$ cat src/design/bdpcm_pkg.sv
`default_nettype none
// ---------------------------------------------------------------------------
// bdpcm_pkg
// Shared types and constants of the block-exponent DPCM decoder.
// ---------------------------------------------------------------------------
package bdpcm_pkg;

  // state and field widths
  localparam int ADDR_W   = 21;
  localparam int SUM_W    = 44;
  localparam int FETCH_W  = 20;
  localparam int EXPA_W   = 15;
  localparam int SAMPLE_W = 24;

  // command codes
  localparam logic CMD_RESTART = 1'b0;
  localparam logic CMD_DECODE  = 1'b1;

  // status codes
  localparam logic STATUS_OK     = 1'b0;
  localparam logic STATUS_REJECT = 1'b1;

  // saturation limits on the sum before the scale by 128
  localparam logic signed [SUM_W-1:0] SUM_POS_LIMIT = 44'sd65535;
  localparam logic signed [SUM_W-1:0] SUM_NEG_LIMIT = -44'sd65536;

  localparam logic signed [SAMPLE_W-1:0] SAMPLE_MAX = 24'sh7fffff;
  localparam logic signed [SAMPLE_W-1:0] SAMPLE_MIN = 24'sh800000;

  // input transaction
  typedef struct packed {
    logic        cmd;
    logic [19:0] start_address;
    logic [7:0]  delta_byte;
    logic [7:0]  exponent_byte;
  } bdpcm_req_t;

  // result transaction
  typedef struct packed {
    logic signed [23:0] sample;
    logic               status;
    logic [19:0]        fetch_address;
    logic [EXPA_W-1:0]  exponent_address;
  } bdpcm_rsp_t;

endpackage : bdpcm_pkg
`default_nettype wire

$ cat src/design/bdpcm_step.sv
`default_nettype none
// ---------------------------------------------------------------------------
// bdpcm_step
// Combinational decode of one transaction: next read address, next
// running sum and the result fields.
// ---------------------------------------------------------------------------
module bdpcm_step
  import bdpcm_pkg::*;
#(
  parameter int BANK_BYTES = 1048576
) (
  input  var bdpcm_req_t              item,
  input  var logic [ADDR_W-1:0]       read_address,
  input  var logic signed [SUM_W-1:0] running_sum,
  output var logic [ADDR_W-1:0]       read_address_next,
  output var logic signed [SUM_W-1:0] running_sum_next,
  output var bdpcm_rsp_t              result
);

  localparam logic [ADDR_W-1:0] BANK_END = ADDR_W'(BANK_BYTES);

  logic                    start_bad;
  logic                    read_bad;
  logic [3:0]              expo;
  logic signed [SUM_W-1:0] delta_ext;
  logic signed [SUM_W-1:0] sum_new;
  logic signed [SAMPLE_W-1:0] sample_sat;
  logic                    status;
  logic signed [SAMPLE_W-1:0] sample;

  assign start_bad = {1'b0, item.start_address} >= BANK_END;
  assign read_bad  = read_address >= BANK_END;

  // exponent nibble chosen by address bit 4
  assign expo = read_address[4] ? item.exponent_byte[7:4] : item.exponent_byte[3:0];

  // shift-add into the accumulator, wraps modulo the sum width
  assign delta_ext = SUM_W'(signed'(item.delta_byte));
  assign sum_new   = running_sum + (delta_ext <<< expo);

  // scale by 128 and saturate to 24 bits
  always_comb begin
    if (sum_new > SUM_POS_LIMIT) begin
      sample_sat = SAMPLE_MAX;
    end else if (sum_new < SUM_NEG_LIMIT) begin
      sample_sat = SAMPLE_MIN;
    end else begin
      sample_sat = {sum_new[16:0], 7'b0};
    end
  end

  // command decode and state update
  always_comb begin
    read_address_next = read_address;
    running_sum_next  = running_sum;
    status            = STATUS_OK;
    sample            = '0;
    unique case (item.cmd)
      CMD_RESTART: begin
        if (start_bad) begin
          status = STATUS_REJECT;
        end else begin
          read_address_next = {1'b0, item.start_address[19:4], 4'b0};
          running_sum_next  = '0;
        end
      end
      CMD_DECODE: begin
        if (read_bad) begin
          status = STATUS_REJECT;
        end else begin
          read_address_next = read_address + ADDR_W'(1);
          running_sum_next  = sum_new;
          sample            = sample_sat;
        end
      end
      default: begin
        status = STATUS_REJECT;
      end
    endcase
  end

  // result fields, fetch addresses follow the updated read address
  always_comb begin
    result.sample           = sample;
    result.status           = status;
    result.fetch_address    = read_address_next[FETCH_W-1:0];
    result.exponent_address = read_address_next[FETCH_W-1:5];
  end

endmodule : bdpcm_step
`default_nettype wire

$ cat src/design/block_exponent_dpcm_decoder.sv
`default_nettype none
// ---------------------------------------------------------------------------
// block_exponent_dpcm_decoder
// Block-exponent differential PCM decoder for one wave-memory bank.
// ---------------------------------------------------------------------------
// Each transaction is either a restart, which loads a start address aligned
// down to 16 and clears the accumulator, or a decode, which adds the delta
// byte shifted by its exponent nibble to the accumulator and returns the
// accumulator times 128 saturated to 24 bits. Every transaction gives one
// result, which also carries the next delta and exponent fetch addresses.
// A transaction is registered on entry, decoded in one combinational step
// and registered again at the output; one transaction is accepted every
// cycle while the result side keeps up, and the accumulator and read
// address update as the item leaves the input register.
module block_exponent_dpcm_decoder
  import bdpcm_pkg::*;
#(
  parameter int BANK_BYTES = 1048576
) (
  input  var logic       clk,
  input  var logic       rst,
  input  var logic       req_valid,
  output var logic       req_stall,
  input  var bdpcm_req_t req,
  output var logic       rsp_valid,
  input  var logic       rsp_stall,
  output var bdpcm_rsp_t rsp
);

  localparam logic [ADDR_W-1:0] BANK_END = ADDR_W'(BANK_BYTES);

  logic                    hold_valid;
  bdpcm_req_t              hold;
  logic                    advance;
  logic [ADDR_W-1:0]       read_address;
  logic [ADDR_W-1:0]       read_address_next;
  logic signed [SUM_W-1:0] running_sum;
  logic signed [SUM_W-1:0] running_sum_next;
  bdpcm_rsp_t              result;

  // handshake between input register and result register
  assign advance   = hold_valid && (!rsp_valid || !rsp_stall);
  assign req_stall = hold_valid && !advance;

  // input register
  always_ff @(posedge clk) begin
    if (rst) begin
      hold_valid <= 1'b0;
    end else if (!req_stall) begin
      hold_valid <= req_valid;
    end
  end

  always_ff @(posedge clk) begin
    if (!req_stall) begin
      hold <= req;
    end
  end

  // decode step
  bdpcm_step #(
    .BANK_BYTES (BANK_BYTES)
  ) u_step (
    .item              (hold),
    .read_address      (read_address),
    .running_sum       (running_sum),
    .read_address_next (read_address_next),
    .running_sum_next  (running_sum_next),
    .result            (result)
  );

  // decoder state
  always_ff @(posedge clk) begin
    if (rst) begin
      read_address <= '0;
      running_sum  <= '0;
    end else if (advance) begin
      read_address <= read_address_next;
      running_sum  <= running_sum_next;
    end
  end

  // result register
  always_ff @(posedge clk) begin
    if (rst) begin
      rsp_valid <= 1'b0;
    end else if (!rsp_valid || !rsp_stall) begin
      rsp_valid <= advance;
    end
  end

  always_ff @(posedge clk) begin
    if (advance) begin
      rsp <= result;
    end
  end

`ifndef NO_ASSERTIONS
  // a rejected transaction carries a zero sample
  a_reject_zero : assert property (@(posedge clk) disable iff (rst)
    rsp_valid && (rsp.status == STATUS_REJECT) |-> (rsp.sample == '0))
    else $error("rejected transaction with nonzero sample");

  // a good restart leaves the read address aligned to 16
  a_restart_align : assert property (@(posedge clk) disable iff (rst)
    advance && (hold.cmd == CMD_RESTART) && (result.status == STATUS_OK)
    |=> (read_address[3:0] == 4'b0) && (running_sum == '0))
    else $error("restart did not align address or clear sum");

  // reads never run beyond the bank end
  a_addr_bound : assert property (@(posedge clk) disable iff (rst)
    read_address <= BANK_END)
    else $error("read address past bank end");

  // a transaction leaving the input register shows up as a result
  a_advance_out : assert property (@(posedge clk) disable iff (rst)
    advance |=> rsp_valid)
    else $error("advanced transaction lost");
`endif

endmodule : block_exponent_dpcm_decoder
`default_nettype wire

$ cat config.mk
export PLATFORM = sky130hd
export DESIGN_NAME = block_exponent_dpcm_decoder
export DESIGN_NICKNAME = d
export VERILOG_FILES = /design/src/design/bdpcm_pkg.sv /design/src/design/bdpcm_step.sv /design/src/design/block_exponent_dpcm_decoder.sv
export SDC_FILE = /design/constraint.sdc
export NUM_CORES = 1
export LEC_CHECK = 0
export ABC_AREA = 1
export BUFFER_PORTS_ARGS = -buffer_cell sky130_fd_sc_hd__buf_2
export CORE_MARGIN = 3
export CORE_UTILIZATION = 30
export DETAILED_ROUTE_END_ITERATION = 8
export GPL_TIMING_DRIVEN = 0
export PLACE_DENSITY = 0.52
export REMOVE_ABC_BUFFERS = 1
export SLEW_MARGIN = 20
export SYNTH_ARGS = -nofsm -noshare
export SYNTH_HDL_FRONTEND = slang
export SYNTH_SLANG_ARGS = --single-unit
$ cat constraint.sdc
create_clock -name clk -period 5.3 [get_ports clk]
set_clock_uncertainty 0.2 [all_clocks]
set_input_delay 0 -clock clk [delete_from_list [all_inputs] [get_ports clk]]
set_output_delay 0 -clock clk [all_outputs]
set_load 0.02 [all_outputs]
Yosys cells after proc, flatten, opt, wreduce, memory -nomap -nowiden
Cells that the tools add are included.
{ "classes": {"addsub": 2, "n_lt_le_gt_ge": 3, "n_eq_ne": 1, "n_shift": 1, "n_mux": 9, "bitwise": 1, "reduce_logical": 9} }
{ "op_table": {"columns": ["cell", "count"], "rows": [
  ["$pmux 44 s2", 1],
  ["$add 44x44->44", 1],
  ["$gt 44x17->1 const B", 1],
  ["$lt 44x17->1 const B", 1],
  ["$mux 44", 1],
  ["$sshl 8x4->44", 1],
  ["$pmux 21 s2", 1],
  ["$mux 24", 1],
  ["$mux 23", 1],
  ["$add 21x1->21 const B", 1],
  ["$ge 21x21->1 const B", 1],
  ["$mux 21", 1],
  ["$mux 4", 1],
  ["$logic_not 1->1", 3],
  ["$reduce_or 3->1", 1],
  ["$logic_and 1x1->1", 2],
  ["$ne 2x2->1 const B", 1],
  ["$pmux 1 s2", 1],
  ["$reduce_and 2->1", 1],
  ["$reduce_or 2->1", 1],
  ["$logic_or 1x1->1", 1],
  ["$mux 1", 1],
  ["$not 1->1", 1]
]} }
{ "word_totals": {"reg_bits": 164, "inputBits": 41, "out_inout_bits": 62, "elab_cells": 40} }

Longest topological paths before layout
{ "logic_depth": {"word_depth": 6, "ltp_mapped": 32, "ltp_nobuf": 30} }

By module
A second synthesis with hierarchy kept.
{ "hier_totals": {"hier_cells": 1851, "hier_area_um2": 12134.1} }
{ "modules_own_cells": {"columns": ["module", "instances", "cells_each", "area_per_inst_um2", "seq_area_each_um2"], "rows": [
  ["bdpcm_step", 1, 1317, 6236.0, 0.0],
  ["block_exponent_dpcm_decoder", 1, 534, 5898.2, 4254.1]
]} }

Least setup slack after synthesis
Ideal clock, no wire load.
{ "synth_path": {"path_kind": "reg2reg", "start": "reg read_address[4]", "end": "reg rsp[44] (netlist bit) (data pin)", "setup_time_ns": 0.253, "t_arrival_ns": 3.649, "required_ns": 4.847, "setup_slack_ns": 1.197, "stages_incl_launch_ff": 27, "path_buffers": 3, "synth_period_minus_slack_ns": 4.103, "path_cell_list": "dfxtp_1 -> clkbuf_1 -> mux2i_1 -> clkbuf_1 -> o21ai_0 -> o21ai_0 -> o21ai_0 -> o21ai_0 -> inv_1 -> ha_1 -> nand2_1 -> inv_1 -> nand2_1 -> nand2_1 -> a21oi_1 -> nand3_2 -> nand2_1 -> nand3b_1 -> nand2_1 -> nand2_1 -> nor2_1 -> nand2_1 -> nor2_1 -> nand2_1 -> nand3_2 -> buf_6 -> nand2_1"} }
{ "synth_between": {"elab_chain_cells": 6, "word_cells_on_any_way": 9, "cone_classes": "1 x add/sub; 3 x order compare; 1 x shift; 3 x mux; 1 x reduce/logical"} }
{ "synth_rtl": {"columns": ["element", "line", "rtl"], "rows": [
  ["start, declared", "block_exponent_dpcm_decoder.sv:35", "logic [ADDR_W-1:0] read_address;"],
  ["start signal, assigned", "block_exponent_dpcm_decoder.sv:78", "read_address <= read_address_next;"],
  ["$mux 4", "bdpcm_step.sv:35", "assign expo = read_address[4] ? item.exponent_byte[7:4] : item.exponent_byte[3:0];"],
  ["$sshl 8x4->44", "bdpcm_step.sv:39", "assign sum_new = running_sum + (delta_ext <<< expo);"],
  ["$add 44x44->44", "bdpcm_step.sv:39", null],
  ["$lt 44x17->1", "bdpcm_step.sv:45", "end else if (sum_new < SUM_NEG_LIMIT) begin"],
  ["$mux 24", "bdpcm_step.sv:45", null],
  ["$mux 23", "bdpcm_step.sv:43", "if (sum_new > SUM_POS_LIMIT) begin"],
  ["end signal, assigned", "block_exponent_dpcm_decoder.sv:94", "rsp <= result;"],
  ["end, declared", "block_exponent_dpcm_decoder.sv:27", "output var bdpcm_rsp_t rsp"]
]} }
Parallel ways exist; a longest one is shown, timed or not.
A chain may end at the register's enable or synchronous reset.

Worst setup path in the final report
{ "layout_path": {"start": "reg read_address[4]", "end": "reg rsp[49] (netlist bit) (data pin)"} }
Same word-level chain as after synthesis.

==> results_dict.tcl <==
set metrics [dict create \
    status "finished clean" \
    relSlewSlack_pct 37.9 \
    ys.flop_type "edfxtp_1" \
    firstDrtPassIters 5 \
    routed_via_density 4.55 \
    clk_path_buf_depth 2 \
    diodes 0 \
    period_share_pct 90.6 \
    synthArstFlopShare_pct 0 \
    synthAdderAreaFrac_pct 5.84 \
    fmax_mhz 208 \
    netlist_area_mm2 0.00998 \
    report.final.setup_viol 0 \
    grt_remaining_overflow 0 \
    grt_use_total_pct 17.0 \
    areaGrowthSynthToFinish_pct 18.9 \
    slew_violations 0 \
    instances_no_fill 2086 \
    synthTopCellsByArea "edfxtp_1 (22%), nand2_1 (20%), dfxtp_1 (13%)" \
    hpwl_mm 23.3 \
    yosysTopAreaCell "edfxtp_1" \
    ys_warn_count 0 \
    initial_core_util_pct 30.5 \
    fin_ws_ns 0.500 \
    drtIter0Drc 597 \
    grt_max_degree 48 \
    start_kind "register" \
    wl_per_cell_um 14.2 \
    io_pins 103 \
    grt_pass1_wl_mm 47.6 \
    grt_pass1_vias 9021 \
    dp_cells 2014 \
    synth_top_area_share_pct 21.7 \
    setup_tns_ns 0 \
    ant_nets 0 \
    worst_pin_slew_ns 0.930 \
    fp.dieW_um 188 \
    root_buffer "clkbuf_16" \
    rows 66 \
    yosysMostFrequentCell "nand2_1" \
    antenna_found_initial 0 \
    syn-mean-instance-area_um2 6.56 \
    powerDensity_mw_per_mm2 263 \
    nets 1718 \
    insertion_delay_ns 0.44 \
    h-tree-depth 4 \
    route.detailed.drc 0 \
    synth_commonest_cells "nand2_1 (543), inv_1 (235), nor2_1 (116)" \
    synth_top_family_by_area "simple AND/OR/NAND/NOR gates" \
    hp-class "in2reg" \
    io_buffers 98 \
    required_ns 5.39 \
    cp-startpoint "read_address[4]" \
    place_ws_ns -0.202 \
    path_class "reg2reg" \
    synth-simple-area-share_pct 35.3 \
    ys_ff_latch 139 \
    cts_sinks 139 \
    synth-xor-area-share_pct 2.02 \
    placed_area_mm2 0.0109 \
    tritoncts "yes" \
    num_vias 9491 \
    fp.dieH_um 188 \
    drive_gt1_share_pct 11.8 \
    synth_cell_type_count 45 \
    cts_buffers 17 \
    coreArea_mm2 0.0327 \
    hold_viol 0 \
    fin_crit_ns 4.80 \
    cp_max_fo 16 \
    reg2reg_from "read_address[4]" \
    hold_start "req[27]" \
    rsz0062_at_grt "no" \
    routabilityCongestion 0.954 \
    worstSetupEndpointType "register" \
    totalWireLength_mm 29.6 \
    synth_edf_count 72 \
    p_leak_uw 0.00592 \
    synth-compound-area-share_pct 9.55 \
    path_clk_slew_ns 0.07 \
    cap_violations 0 \
    muxShareOfSynthArea_pct 0.201 \
    fin_util_pct 36.3 \
    post-route-cell-area_mm2 0.0119 \
    fp.dieArea_mm2 0.0355 \
    critPathArrivalTime_ns 4.89 \
    syn_inst 1521 \
    synth_seq_area_share_pct 35.1 \
    vdd_ir_drop_max_mv 0.307 \
]
[metrics by stage]
step	hold WS, ns	power [uW]
CTS	0.0396	3160
floorplan	-0.131	1730
finish	0.0686	3120
global placement	-0.0230	1940
global route	0.0544	3310
detailed placement	-0.0219	1950
[cell families after synthesis]
group | count (synthesis)
AND/OR/NAND/NOR | 836
buffers and inverters | 294
AO/OA/AOI/OAI | 181
flip-flops | 139
adder cells (fa/ha/maj) | 46
XOR/XNOR | 23
multiplexers | 2
[what timing repair did]
item | 4_1_cts | 5_1_grt
endpoints found under the setup margin | 18 | 18
buffers inserted | 0 | 2
hold buffers | 38 | 0
hold endpoints to repair | 99 | 0
resized for setup | 2 | 6
cloned | 0 | 0
[flip-flops by register name, indices dropped and copies added (netlist names)]
register / flops
read_address: 21
hold: 33
rsp_valid: 1
running_sum: 44
rsp: 39
hold_valid: 1
[where the power goes]
group          total [uW]  switching, uW  internal (uW)
clock network        1170            512            655
logic                 723            486            237
registers            1230           35.3           1200
[metal layers]
layer	global-route usage, %	wire length, um
met5	0	0
met4	5.79	725
met3	2.88	1230
met2	27.7	13500
met1	22.9	14100
[critical path: stages (launching register included)]
cell and delay, ns:
dfxtp_4 0.45, mux2i_4 0.34, buf_4 0.20, nand2_1 0.05, o21ai_0 0.09, o21ai_0 0.13, o21ai_0 0.31, nor2_1 0.10
ha_1 0.39, nand2_1 0.11, nor2_1 0.25, nand3_1 0.13, nand2_2 0.19, nand2_1 0.09, nand2_2 0.10, nand2_1 0.14
nand3b_1 0.15, nand2_1 0.09, nor2_1 0.18, nand3_1 0.11, nor2_1 0.26, nand3_2 0.17, nand2_4 0.18, nand3_1 0.12
nand2_1 0.10
[worst paths after layout]
path	to	slack, ns	cells after the start
worst min-delay path	hold[27]	0.07	2
worst max register to register	rsp[49]	0.50	24
worst min register to register	running_sum[40]	0.27	2
worst max-delay path	rsp[49]	0.50	24
[placed cells by master (no fill, tap or decap), types with 4 or more instances in the layout]
cell	netlist	routed
dlygate4sd3_1	0	38
nor2_1	116	115
nand4_1	21	21
nor2_2	17	17
xor2_1	21	20
nand3b_1	9	9
inv_1	235	234
edfxtp_1	72	72
dfxtp_1	67	66
nand2_2	13	13
o21bai_1	4	4
nor3_1	8	8
nand3_1	87	87
ha_1	45	45
a21oi_1	100	100
o21ai_0	59	58
inv_2	5	6
nand2_1	543	543
nand3_2	6	5
clkinv_4	0	4
clkbuf_16	0	17
buf_2	2	97
[final cells by class]
cell class,count,area (um^2)
Tap cell,442,553
Clock inverter,14,135
Multi-Input combinational cell,1088,5330
Sequential cell,139,3510
Timing Repair Buffer,144,1010
Clock buffer,18,429
Inverter,241,905
Fill cell,3586,20800
No activity file was read; power rests on OpenSTA's default activity.
